--- src/hdl/msjd_pkg.sv ---
// Shared types and constants for the multi-server job dispatcher.
// No dependencies; used by msjd_cell and multi_server_job_dispatcher_top.
package msjd_pkg;

	// Flags carried by the search token from cell to cell
	typedef struct packed {
		logic valid;     // token present at this cell boundary
		logic found;     // an idle server has been chosen
		logic have_min;  // a busy candidate is held in min_end
	} msjd_flags_t;

	// Configuration register indexes
	localparam logic REG_SERVER_COUNT = 1'b0;
	localparam logic REG_SERVICE_CAP  = 1'b1;

	// Configuration reset values
	localparam logic [4:0] SERVER_COUNT_RESET = 5'd1;
	localparam logic [7:0] SERVICE_CAP_RESET  = 8'd60;

	// Saturation limits of the counters
	localparam logic [15:0] CNT_MAX = 16'hFFFF;
	localparam logic [31:0] SUM_MAX = 32'hFFFF_FFFF;

endpackage

--- src/hdl/msjd_cell.sv ---
// One server cell of the dispatcher chain: holds the server's end time, busy
// mark and served count, and refines the search token as it passes by.
// Depends on msjd_pkg.
module msjd_cell #(
	parameter int MAX_SERVERS = 16,
	parameter int TIME_BITS   = 17,
	parameter int INDEX       = 0
) (
	input  logic                                  clk,
	input  logic                                  arst_n,
	// search token in from the left neighbor
	input  msjd_pkg::msjd_flags_t                 flags_in,
	input  logic [TIME_BITS-1:0]                  min_in,
	input  logic [((MAX_SERVERS > 1) ? $clog2(MAX_SERVERS) : 1)-1:0] pick_in,
	input  logic [15:0]                           served_in,
	// search token out to the right neighbor
	output msjd_pkg::msjd_flags_t                 flags_out,
	output logic [TIME_BITS-1:0]                  min_out,
	output logic [((MAX_SERVERS > 1) ? $clog2(MAX_SERVERS) : 1)-1:0] pick_out,
	output logic [15:0]                           served_out,
	// job context and commit broadcast
	input  logic [15:0]                           arrival,
	input  logic [$clog2(MAX_SERVERS+1)-1:0]      count,
	input  logic                                  upd_we,
	input  logic [((MAX_SERVERS > 1) ? $clog2(MAX_SERVERS) : 1)-1:0] upd_pick,
	input  logic [TIME_BITS-1:0]                  upd_end
);

	localparam int IDX_W  = (MAX_SERVERS > 1) ? $clog2(MAX_SERVERS) : 1;
	localparam int CALC_W = ((TIME_BITS > 16) ? TIME_BITS : 16) + 1;
	localparam logic [IDX_W-1:0] MY_IDX = IDX_W'(INDEX);

	logic [TIME_BITS-1:0]  end_q;
	logic                  busy_q;
	logic [15:0]           served_q;

	msjd_pkg::msjd_flags_t flags_q;
	logic [TIME_BITS-1:0]  min_q;
	logic [IDX_W-1:0]      pick_q;
	logic [15:0]           cand_q;

	msjd_pkg::msjd_flags_t flags_d;
	logic [TIME_BITS-1:0]  min_d;
	logic [IDX_W-1:0]      pick_d;
	logic [15:0]           cand_d;
	logic                  in_use;
	logic                  is_free;
	logic                  is_earlier;

	assign in_use     = 32'(count) > INDEX;
	assign is_free    = !busy_q || (CALC_W'(end_q) <= CALC_W'(arrival));
	assign is_earlier = !flags_in.have_min || (end_q < min_in);

	always_comb begin
		flags_d = flags_in;
		min_d   = min_in;
		pick_d  = pick_in;
		cand_d  = served_in;
		if (in_use && !flags_in.found) begin
			if (is_free) begin
				flags_d.found = 1'b1;
				pick_d        = MY_IDX;
				cand_d        = served_q;
			end else if (is_earlier) begin
				flags_d.have_min = 1'b1;
				min_d            = end_q;
				pick_d           = MY_IDX;
				cand_d           = served_q;
			end
		end
	end

	// Advance the token; hold its payload once it has passed
	always_ff @(posedge clk or negedge arst_n) begin
		if (!arst_n) begin
			flags_q <= '0;
		end else begin
			flags_q.valid <= flags_in.valid;
			if (flags_in.valid) begin
				flags_q.found    <= flags_d.found;
				flags_q.have_min <= flags_d.have_min;
			end
		end
	end

	always_ff @(posedge clk) begin
		if (flags_in.valid) begin
			min_q  <= min_d;
			pick_q <= pick_d;
			cand_q <= cand_d;
		end
	end

	// Server state, written by the commit broadcast
	always_ff @(posedge clk or negedge arst_n) begin
		if (!arst_n) begin
			end_q    <= '0;
			busy_q   <= 1'b0;
			served_q <= '0;
		end else if (upd_we && (upd_pick == MY_IDX)) begin
			end_q  <= upd_end;
			busy_q <= 1'b1;
			if (served_q != msjd_pkg::CNT_MAX) begin
				served_q <= served_q + 16'd1;
			end
		end
	end

	assign flags_out  = flags_q;
	assign min_out    = min_q;
	assign pick_out   = pick_q;
	assign served_out = cand_q;

endmodule

--- src/hdl/multi_server_job_dispatcher_top.sv ---
// Top level of the multi-server job dispatcher: config registers, job
// sequencer, statistics and output register around a chain of msjd_cell.
// Depends on msjd_pkg and msjd_cell.
//
//   channel  | direction | contents
//   ---------+-----------+-------------------------------------------------
//   s_*      | in        | one job: arrival, service_time
//   m_*      | out       | one result per job: server choice, timing, stats
//   cfg_*    | in        | register writes: server_count, service_cap
//
// From its transaction on s_* to its result, a job passes through tok_q, which
// injects the search token, each server cell as the token walks the chain, the
// scan state that sees it leave the last cell, and the commit state. The next job
// is taken the cycle after the commit, and none while one is in flight. A stall
// on m_* holds the commit until the output register is free. Reset clears server
// state, statistics and config registers (server_count 1, service_cap 60).
module multi_server_job_dispatcher_top #(
	parameter int MAX_SERVERS = 16,
	parameter int TIME_BITS   = 17
) (
	input  logic                clk,
	input  logic                arst_n,
	input  logic                s_tvalid,
	output logic                s_tready,
	// s_tdata, low bit up: arrival[15:0], service_time[15:0]
	input  logic [31:0]         s_tdata,
	output logic                m_tvalid,
	input  logic                m_tready,
	// m_tdata, low bit up: server_index[3:0], wait_time, start, finish
	// (TIME_BITS each), server_jobs[15:0], max_wait (TIME_BITS),
	// total_wait[31:0], latest_end (TIME_BITS), jobs_seen[15:0], zero fill
	output logic [((68 + 5*TIME_BITS + 7) / 8) * 8 - 1:0] m_tdata,
	input  logic                cfg_we,
	input  logic                cfg_index,
	input  logic [7:0]          cfg_data
);

	localparam int IDX_W    = (MAX_SERVERS > 1) ? $clog2(MAX_SERVERS) : 1;
	localparam int CNT_W    = $clog2(MAX_SERVERS + 1);
	localparam int CALC_W   = ((TIME_BITS > 16) ? TIME_BITS : 16) + 1;
	localparam int OUT_BITS = 68 + 5 * TIME_BITS;
	localparam int OUT_W    = ((OUT_BITS + 7) / 8) * 8;
	localparam logic [TIME_BITS-1:0] TIME_MAX = '1;

	localparam logic [1:0] ST_IDLE   = 2'd0;
	localparam logic [1:0] ST_SCAN   = 2'd1;
	localparam logic [1:0] ST_COMMIT = 2'd2;

	// ---------------- configuration registers ----------------
	logic [4:0]       server_count_q;
	logic [7:0]       service_cap_q;
	logic [CNT_W-1:0] count_eff;

	always_ff @(posedge clk or negedge arst_n) begin
		if (!arst_n) begin
			server_count_q <= msjd_pkg::SERVER_COUNT_RESET;
			service_cap_q  <= msjd_pkg::SERVICE_CAP_RESET;
		end else if (cfg_we) begin
			case (cfg_index)
				msjd_pkg::REG_SERVER_COUNT: server_count_q <= cfg_data[4:0];
				msjd_pkg::REG_SERVICE_CAP:  service_cap_q  <= cfg_data;
				default: ;
			endcase
		end
	end

	// Zero servers acts as one; counts beyond the built maximum are clipped
	always_comb begin
		if (server_count_q == 5'd0) begin
			count_eff = CNT_W'(1);
		end else if (32'(server_count_q) > MAX_SERVERS) begin
			count_eff = CNT_W'(MAX_SERVERS);
		end else begin
			count_eff = CNT_W'(server_count_q);
		end
	end

	// ---------------- job intake ----------------
	logic [1:0]  state_q;
	logic        tok_q;
	logic [15:0] arr_q;
	logic [7:0]  svc_q;
	logic        s_accept;
	logic [15:0] svc_in;

	assign s_tready = (state_q == ST_IDLE);
	assign s_accept = s_tvalid && s_tready;
	assign svc_in   = s_tdata[31:16];

	// Latch the job and clamp its service time to the cap
	always_ff @(posedge clk) begin
		if (s_accept) begin
			arr_q <= s_tdata[15:0];
			svc_q <= (svc_in > 16'(service_cap_q)) ? service_cap_q : svc_in[7:0];
		end
	end

	// ---------------- cell chain ----------------
	msjd_pkg::msjd_flags_t flags_c  [0:MAX_SERVERS];
	logic [TIME_BITS-1:0]  min_c    [0:MAX_SERVERS];
	logic [IDX_W-1:0]      pick_c   [0:MAX_SERVERS];
	logic [15:0]           served_c [0:MAX_SERVERS];

	logic                  upd_we;
	logic [TIME_BITS-1:0]  end_t;

	// Inject an empty token in the cycle after the job transaction
	assign flags_c[0]  = '{valid: tok_q, found: 1'b0, have_min: 1'b0};
	assign min_c[0]    = '0;
	assign pick_c[0]   = '0;
	assign served_c[0] = '0;

	for (genvar g = 0; g < MAX_SERVERS; g++) begin : g_cell
		msjd_cell #(
			.MAX_SERVERS (MAX_SERVERS),
			.TIME_BITS   (TIME_BITS),
			.INDEX       (g)
		) u_cell (
			.clk        (clk),
			.arst_n     (arst_n),
			.flags_in   (flags_c[g]),
			.min_in     (min_c[g]),
			.pick_in    (pick_c[g]),
			.served_in  (served_c[g]),
			.flags_out  (flags_c[g+1]),
			.min_out    (min_c[g+1]),
			.pick_out   (pick_c[g+1]),
			.served_out (served_c[g+1]),
			.arrival    (arr_q),
			.count      (count_eff),
			.upd_we     (upd_we),
			.upd_pick   (pick_c[MAX_SERVERS]),
			.upd_end    (end_t)
		);
	end

	// ---------------- sequencer ----------------
	logic out_free;
	logic m_tvalid_q;

	assign out_free = !m_tvalid_q || m_tready;
	assign upd_we   = (state_q == ST_COMMIT) && out_free;

	always_ff @(posedge clk or negedge arst_n) begin
		if (!arst_n) begin
			state_q <= ST_IDLE;
			tok_q   <= 1'b0;
		end else begin
			tok_q <= s_accept;
			case (state_q)
				ST_IDLE: begin
					if (s_accept) begin
						state_q <= ST_SCAN;
					end
				end
				ST_SCAN: begin
					// token has left the last cell: the choice is final
					if (flags_c[MAX_SERVERS].valid) begin
						state_q <= ST_COMMIT;
					end
				end
				ST_COMMIT: begin
					if (out_free) begin
						state_q <= ST_IDLE;
					end
				end
				default: state_q <= ST_IDLE;
			endcase
		end
	end

	// ---------------- commit arithmetic ----------------
	logic                 found;
	logic [TIME_BITS-1:0] min_end;
	logic [TIME_BITS-1:0] arr_sat;
	logic [TIME_BITS-1:0] start_t;
	logic [TIME_BITS-1:0] wait_t;
	logic [TIME_BITS:0]   end_sum;
	logic [15:0]          served_pick;
	logic [15:0]          served_new;

	assign found       = flags_c[MAX_SERVERS].found;
	assign min_end     = min_c[MAX_SERVERS];
	assign served_pick = served_c[MAX_SERVERS];

	// Arrival clipped to the time range (only bites for narrow time words)
	assign arr_sat = (CALC_W'(arr_q) > CALC_W'(TIME_MAX)) ? TIME_MAX
	                                                     : TIME_BITS'(arr_q);
	assign start_t = found ? arr_sat : min_end;
	// A busy pick always ends after the arrival, so the difference is positive
	assign wait_t  = found ? '0 : TIME_BITS'(CALC_W'(min_end) - CALC_W'(arr_q));
	assign end_sum = {1'b0, start_t} + (TIME_BITS+1)'(svc_q);
	assign end_t   = end_sum[TIME_BITS] ? TIME_MAX : end_sum[TIME_BITS-1:0];
	assign served_new = (served_pick == msjd_pkg::CNT_MAX) ? served_pick
	                                                      : served_pick + 16'd1;

	// ---------------- running statistics ----------------
	logic [TIME_BITS-1:0] worst_q;
	logic [31:0]          sum_q;
	logic [TIME_BITS-1:0] latest_q;
	logic [15:0]          jobs_q;
	logic [TIME_BITS-1:0] worst_d;
	logic [31:0]          sum_d;
	logic [32:0]          sum_add;
	logic [TIME_BITS-1:0] latest_d;
	logic [15:0]          jobs_d;

	assign worst_d  = (wait_t > worst_q) ? wait_t : worst_q;
	assign sum_add  = {1'b0, sum_q} + 33'(wait_t);
	assign sum_d    = sum_add[32] ? msjd_pkg::SUM_MAX : sum_add[31:0];
	assign latest_d = (end_t > latest_q) ? end_t : latest_q;
	assign jobs_d   = (jobs_q == msjd_pkg::CNT_MAX) ? jobs_q : jobs_q + 16'd1;

	always_ff @(posedge clk or negedge arst_n) begin
		if (!arst_n) begin
			worst_q  <= '0;
			sum_q    <= '0;
			latest_q <= '0;
			jobs_q   <= '0;
		end else if (upd_we) begin
			worst_q  <= worst_d;
			sum_q    <= sum_d;
			latest_q <= latest_d;
			jobs_q   <= jobs_d;
		end
	end

	// ---------------- output register ----------------
	logic [3:0]           o_idx_q;
	logic [TIME_BITS-1:0] o_wait_q;
	logic [TIME_BITS-1:0] o_start_q;
	logic [TIME_BITS-1:0] o_end_q;
	logic [15:0]          o_served_q;
	logic [TIME_BITS-1:0] o_worst_q;
	logic [31:0]          o_sum_q;
	logic [TIME_BITS-1:0] o_latest_q;
	logic [15:0]          o_jobs_q;

	always_ff @(posedge clk or negedge arst_n) begin
		if (!arst_n) begin
			m_tvalid_q <= 1'b0;
		end else if (upd_we) begin
			m_tvalid_q <= 1'b1;
		end else if (m_tready) begin
			m_tvalid_q <= 1'b0;
		end
	end

	// Load the result with the statistics as they stand after this job
	always_ff @(posedge clk) begin
		if (upd_we) begin
			o_idx_q    <= 4'(pick_c[MAX_SERVERS]);
			o_wait_q   <= wait_t;
			o_start_q  <= start_t;
			o_end_q    <= end_t;
			o_served_q <= served_new;
			o_worst_q  <= worst_d;
			o_sum_q    <= sum_d;
			o_latest_q <= latest_d;
			o_jobs_q   <= jobs_d;
		end
	end

	assign m_tvalid = m_tvalid_q;
	assign m_tdata  = OUT_W'({o_jobs_q, o_latest_q, o_sum_q, o_worst_q, o_served_q,
	                          o_end_q, o_start_q, o_wait_q, o_idx_q});

endmodule
--- config.mk ---
export PLATFORM = sky130hd
export DESIGN_NAME = multi_server_job_dispatcher_top
export DESIGN_NICKNAME = d
export VERILOG_FILES = /design/src/hdl/msjd_pkg.sv /design/src/hdl/msjd_cell.sv /design/src/hdl/multi_server_job_dispatcher_top.sv
export SDC_FILE = /design/constraint.sdc
export NUM_CORES = 2
export LEC_CHECK = 0
export BUFFER_PORTS_ARGS = -buffer_cell sky130_fd_sc_hd__buf_2
export CORE_AREA = 8 8 376 378
export CTS_CLUSTER_SIZE = 14
export DETAILED_ROUTE_END_ITERATION = 8
export DIE_AREA = 0 0 384 386
export HOLD_SLACK_MARGIN = 0.06
export PLACE_DENSITY = 0.77
export REMOVE_ABC_BUFFERS = 1
export SYNTH_ARGS = -nofsm -noshare
export SYNTH_HDL_FRONTEND = slang
export SYNTH_HIERARCHICAL = 1
export SYNTH_SLANG_ARGS = --single-unit
--- constraint.sdc ---
create_clock -name clk -period 15.45 [get_ports clk]
set_input_delay 2.3175 -clock clk [delete_from_list [all_inputs] [get_ports clk]]
set_output_delay 2.3175 -clock clk [all_outputs]
set_load 0.05 [all_outputs]
## Yosys cells after proc, flatten, opt, wreduce, memory -nomap -nowiden

Cells that the tools add are included.

| operators by class | value |
|---|---|
| $add $sub $neg | 21 |
| magnitude comparators | 51 |
| eq/ne operators | 38 |
| mux-type cells | 214 |
| bitwise logic cells | 3 |
| reduce and logical (&&, ||, !) cells | 137 |

Operators with widths:

| operator | count |
|---|---|
| $mux W17 | 50 |
| $mux W16 | 47 |
| $add A16 B1 Y16 const B | 18 |
| $le A17 B16 Y1 | 16 |
| $ne A16 B16 Y1 const B | 16 |
| $lt A17 B17 Y1 | 15 |
| $mux W4 | 42 |
| $mux W1 | 51 |
| $logic_not A1 Y1 | 47 |
| $gt A5 B4 Y1 const B | 8 |
| $mux W2 | 19 |
| $reduce_and A2 Y1 | 18 |
| $gt A17 B17 Y1 | 2 |
| $add A32 B17 Y33 | 1 |
| $logic_and A1 B1 Y1 | 33 |
| $eq A16 B16 Y1 const B | 2 |
| $eq A4 B4 Y1 const B | 8 |
| $logic_or A1 B1 Y1 | 32 |
| $mux W32 | 1 |
| $gt A5 B3 Y1 const B | 4 |
| $add A17 B8 Y18 | 1 |
| $sub A17 B16 Y17 | 1 |
| $eq A4 B3 Y1 const B | 4 |
| $gt A16 B8 Y1 | 1 |
| other kinds (19) | 27 |

| word-level totals | value |
|---|---|
| bits in registers | 1455 |
| output and inout bits | 162 |
| word-level logic and storage cells | 627 |

## Logic depth before layout (Yosys ltp)

| logic depth | value |
|---|---|
| depth after elaboration | 7 |
| mapped depth | 23 |
| gate-level depth less buffers | 19 |

## By module

The synthesis kept the hierarchy.

By module, submodules not included:

| module | times used | cells an instance | area an instance (um2) | seq. area each (um2) |
|---|---|---|---|---|
| multi_server_job_dispatcher_top | 1 | 1223 | 14486.4 | 7798.7 |
| msjd_cell at g_cell[10].u_cell | 1 | 410 | 4561.9 | 2037.0 |
| msjd_cell at g_cell[12].u_cell | 1 | 407 | 4464.3 | 2037.0 |
| msjd_cell at g_cell[14].u_cell | 1 | 407 | 4440.5 | 2037.0 |
| msjd_cell at g_cell[8].u_cell | 1 | 409 | 4435.5 | 2037.0 |
| msjd_cell at g_cell[6].u_cell | 1 | 356 | 4119.0 | 2037.0 |
| msjd_cell at g_cell[0].u_cell | 1 | 354 | 4112.7 | 2037.0 |
| msjd_cell at g_cell[1].u_cell | 1 | 353 | 4105.2 | 2037.0 |
| msjd_cell at g_cell[2].u_cell | 1 | 355 | 4097.7 | 2037.0 |
| msjd_cell at g_cell[15].u_cell | 1 | 313 | 4062.6 | 2037.0 |
| msjd_cell at g_cell[7].u_cell | 1 | 341 | 4021.4 | 2037.0 |
| msjd_cell at g_cell[5].u_cell | 1 | 313 | 3975.1 | 2037.0 |
| msjd_cell at g_cell[9].u_cell | 1 | 310 | 3960.0 | 2037.0 |
| msjd_cell at g_cell[11].u_cell | 1 | 309 | 3953.8 | 2037.0 |
| +3 rows | -- | -- | -- | -- |

## Worst setup path after synthesis

Ideal clock, no wire load.

| timing | value |
|---|---|
| path type | input -> register |
| from | input m_tready |
| to | register g_cell[7].u_cell.served_q[15] |
| arrival time | 10.312 ns |
| data required time | 15.327 ns |
| setup slack | 5.015 ns |
| stages | 12 |
| path through | nand2b_1 -> nand2b_1 -> clkbuf_8 -> clkinv_1 -> buf_1 -> buf_1 -> nand4_1 -> a31oi_2 -> and3b_1 -> clkbuf_1 -> nand4_1 -> xnor2_1 |

| between the ends | value |
|---|---|
| longest elaborated chain between the ends | 4 |

RTL lines:

| item | line | text |
|---|---|---|
| start: declaration | multi_server_job_dispatcher_top.sv:28 | `input logic m_tready,` |
| $logic_or A1 B1 Y1 | multi_server_job_dispatcher_top.sv:141 | `assign out_free = !m_tvalid_q \|\| m_tready;` |
| $logic_and A1 B1 Y1 | multi_server_job_dispatcher_top.sv:142 | `assign upd_we = (state_q == ST_COMMIT) && out_free;` |
| net upd_we | multi_server_job_dispatcher_top.sv:104 | `logic upd_we;` |
| $logic_and A1 B1 Y1 | msjd_cell.sv:100 | `end else if (upd_we && (upd_pick == MY_IDX)) begin` |
| $reduce_and A2 Y1 (no source line) | -- |  |
| end signal: assignment | msjd_cell.sv:104 | `served_q <= served_q + 16'd1;` |
| end: declaration | msjd_cell.sv:35 | `logic [15:0] served_q;` |

The timed path passes the listed nets, and every way through them passes these cells.
A chain may end at the register's enable or synchronous reset.

## Final worst setup path

| timing | value |
|---|---|
| from | register, netlist name g_cell[15].u_cell/flags_out[1] |
| to | register o_latest_q[12] (data pin) |

| between the ends | value |
|---|---|
| longest elaborated chain between the ends | 5 |

RTL lines:

| item | line | text |
|---|---|---|
| $mux W17 | multi_server_job_dispatcher_top.sv:189 | `assign start_t = found ? arr_sat : min_end;` |
| net start_t[2] | multi_server_job_dispatcher_top.sv:176 | `logic [TIME_BITS-1:0] start_t;` |
| $add A17 B8 Y18 | multi_server_job_dispatcher_top.sv:192 | `assign end_sum = {1'b0, start_t} + (TIME_BITS+1)'(svc_q);` |
| $mux W17 | multi_server_job_dispatcher_top.sv:193 | `assign end_t = end_sum[TIME_BITS] ? TIME_MAX : end_sum[TIME_BITS-1:0];` |
| net end_t[5] | multi_server_job_dispatcher_top.sv:105 | `logic [TIME_BITS-1:0] end_t;` |
| $gt A17 B17 Y1 | multi_server_job_dispatcher_top.sv:211 | `assign latest_d = (end_t > latest_q) ? end_t : latest_q;` |
| $mux W17 | multi_server_job_dispatcher_top.sv:211 |  |
| net latest_d[12] | multi_server_job_dispatcher_top.sv:205 | `logic [TIME_BITS-1:0] latest_d;` |
| end signal: assignment | multi_server_job_dispatcher_top.sv:259 | `o_latest_q <= latest_d;` |
| end: declaration | multi_server_job_dispatcher_top.sv:236 | `logic [TIME_BITS-1:0] o_latest_q;` |

The timed path passes the listed nets, and every way through them passes these cells.

==> summary.txt <==
Outcome
  – Status: finished, violations left
  – Failing checks: DRC

Timing
  – Final setup fails: 0
  – Least-Margin Pin Slew: 1290 ps
  – Min cycle time layout: 6530 ps
  – Post-route setup TNS: 0 ps
  – Unrepaired setup endpoints after global routing: no
  – Worst hold margin: roughly 440 ps
  – Slew HR: 0.140
  – Final period util: 0.422
  – Final hold violations: 0
  – Final slew viol count: 0
  – F_max: between 150 and 200 MHz
  – Layout Skew: ~36 ps

Hold path
  – WHS Endpoint: g_cell[7].u_cell/busy_q$_DFFE_PN0P_
  – Worst hold path startpoint: g_cell[7].u_cell/busy_q$_DFFE_PN0P_
  – Worst hold path depth: 2
  – Hold Crit Class: reg -> reg

Clock tree
  – Clock tree buffer depth: 3
  – CTS tree: built
  – CTS Sinks: approximately 1500
  – Hold-fix buffers, CTS: 0
  – Clock transition at path regs: around 60 ps
  – Root Buffer: clkbuf_16
  – CTS H-tree depth: 4
  – PostCTS Resize Cnt: 0
  – Skew-Pair Late Insertion Delay: 790 ps
  – Post-CTS Repair Setup Buffers: 0
  – CTS buffer count: roughly 150

Floorplan
  – Core Area: approximately 130000 um^2
  – Starting density of the core: 0.597
  – # rows: between 100 and 150
  – I/O pin count: between 200 and 250
  – Die width: between 300 and 400 um
  – Die area: between 100000 and 150000 um^2
  – Die height: about 390 um

Power
  – Switching share of total power: 0.284
  – Sequential Power Share: 0.448
  – Static Leak: 39.9 nW
  – PwrDens: around 120 nW/um^2
  – Gate power share: 0.193
  – Psw: 0.00291 W
  – Cell-internal power: approximately 0.0074 W
  – IR drop worst, VDD: between 0.1 and 0.15 mV
  – Clock power share: 0.359

Global route
  – Grt total ovfl: 0
  – First-pass GRT wire length: just over 300000 um
  – Gr usage total: 0.261
  – Vias in the first global route: ~55000
  – Pin count of the biggest net entering global routing: about 160
  – Initial antenna violation count: 3

Worst setup path
  – Cell Chain, Critical Path: buf_4 -> mux2_2 -> ha_1 -> o21a_1 -> a2111oi_2 -> o31ai_1 -> nor2b_1 -> nand2_1 -> nand2_1 -> ha_1 -> and3_1 -> nand3_1 -> a21oi_1 -> a2111oi_2 -> o31ai_2 -> buf_4 -> mux2_2
  – CP Launch Type: flip-flop
  – WP buf/inv: 2
  – Reg2Reg Depth: 17
  – Crit-path max FO: between 40 and 50
  – CP Data Required Time: 15980 ps
  – Reg2Reg Launch Point: g_cell[15].u_cell/flags_out[1]$_DFFE_PN0P_
  – CP Depth: 17
  – Setup Crit Path Kind: reg -> reg
  – Reg2reg setup slack: slightly below 9000 ps
  – Data arrival time of the worst path: 7050 ps
  – Crit path largest cell delay: slightly below 800 ps
  – Top delay family on crit path: compound AO/OA/AOI/OAI gates
  – Critical Path Slowest Stage Cell: nand2_1
  – Worst reg2reg path endpoint: o_latest_q[12]$_DFFE_PP_
  – Crit end category: flip-flop

Synth
  – Cell Area, Synth: ~80000 um^2
  – Gate Count Post-Synth: 6793
  – YS warnings: 6
  – Avg Cell Area, Syn: roughly 12 um^2

Cells and area
  – Fraction of layout cells with a size suffix above 1: 0.198
  – # nets final: just under 8000
  – Area Overhead vs Synth: 10.1%
  – Design area: about 90000 um^2
  – Commonest cells after routing, fill and taps aside: 769 x edfxtp_1, 684 x dfrtp_1, 651 x inv_1
  – Commonest non-fill, non-tap cell in the layout: edfxtp_1
  – Post-layout util: 0.657

Route
  – Via Count: 55006
  – Routed WL: just under 200000 um
  – Drt first pass iters: 9
  – Routed vias/inst: slightly above 6
  – WL/cell: between 20 and 25 um
  – Met3 Wirelength: approximately 12000 um
  – ANT nets after route: 0
  – M1 WL: 80500 um
  – # DRC: 11
  – Met2 Routed Length: between 90000 and 100000 um
  – Top routing layer in use: met4
  – Number of DRC violations after detailed-routing iteration 0: 4597

Place
  – Placed cell areas: about 84000 um^2
  – Port Buffers: 200
  – DPL Wire Length: between 100000 and 150000 um
  – GP Congestion: 0.894

Run
  – MaxCap Viol Count: 0
## per-layer routing
| layer | global-route usage | up-vias |
|---|---|---|
| li1 | - | 25431 |
| met1 | 0.332 | 27302 |
| met2 | 0.444 | 1788 |
| met3 | 0.0392 | 485 |
| met4 | 0.112 | 0 |
| met5 | 0 | - |
## worst min-delay path, cell delays in order (launching register included)
cell and delay (ps):
dfrtp_1 320, inv_1 50, nand2_1 50
## layout make-up
type | instances | area (um^2)
Sequential cell | 1459 | 40400
Fill cell | 9867 | 46300
Clock inverter | 72 | 707
Multi-Input combinational cell | 4527 | 36800
Antenna cell | 1 | 2.50
Clock buffer | 213 | 4310
Timing Repair Buffer | 297 | 1780
Tap cell | 1781 | 2230
Inverter | 653 | 2460
## power by group through the flow
stage / clock network (W) / logic, W / registers (W)
floorplan: 0 / 0.00130 / 0.00465
global placement: 0 / 0.00188 / 0.00467
detailed placement: 0 / 0.00194 / 0.00468
CTS: 0.00374 / 0.00196 / 0.00460
global route: 0.00389 / 0.00214 / 0.00462
finish: 0.00368 / 0.00198 / 0.00460
## registers in the layout (all words and copies together), names as in the netlist, 32 cells and up
name	count
g_cell.u_cell/min_out	272
g_cell.u_cell/served_q	256
sum_q	32
g_cell.u_cell/flags_out	47
g_cell.u_cell/served_out	256
o_sum_q	32
g_cell.u_cell/pick_out	64
g_cell.u_cell/end_q	272
## worst max path at each step
stage,startpoint,endpoint,slack (ps)
floorplan,m_tready,g_cell[7].u_cell/served_q[12]$_DFFE_PN0P_,5200
global placement,g_cell[15].u_cell/flags_out[1]$_DFFE_PN0P_,o_latest_q[1]$_DFFE_PP_,9190
detailed placement,g_cell[15].u_cell/flags_out[1]$_DFFE_PN0P_,o_latest_q[11]$_DFFE_PP_,9090
CTS,g_cell[15].u_cell/flags_out[1]$_DFFE_PN0P_,o_latest_q[11]$_DFFE_PP_,9030
global route,g_cell[15].u_cell/flags_out[1]$_DFFE_PN0P_,o_latest_q[8]$_DFFE_PP_,8640
finish,g_cell[15].u_cell/flags_out[1]$_DFFE_PN0P_,o_latest_q[12]$_DFFE_PP_,8920
## per-stage QoR
stage | std cells | worst slack (ps) | power [W]
global placement | 8717 | 9190 | 0.00655
CTS | 9002 | 9030 | 0.0103
floorplan | 6639 | 5200 | 0.00595
global route | 9003 | 8640 | 0.0107
detailed placement | 8717 | 9090 | 0.00662
finish | 9003 | 8920 | 0.0103
(Power assumes the default switching activity.)
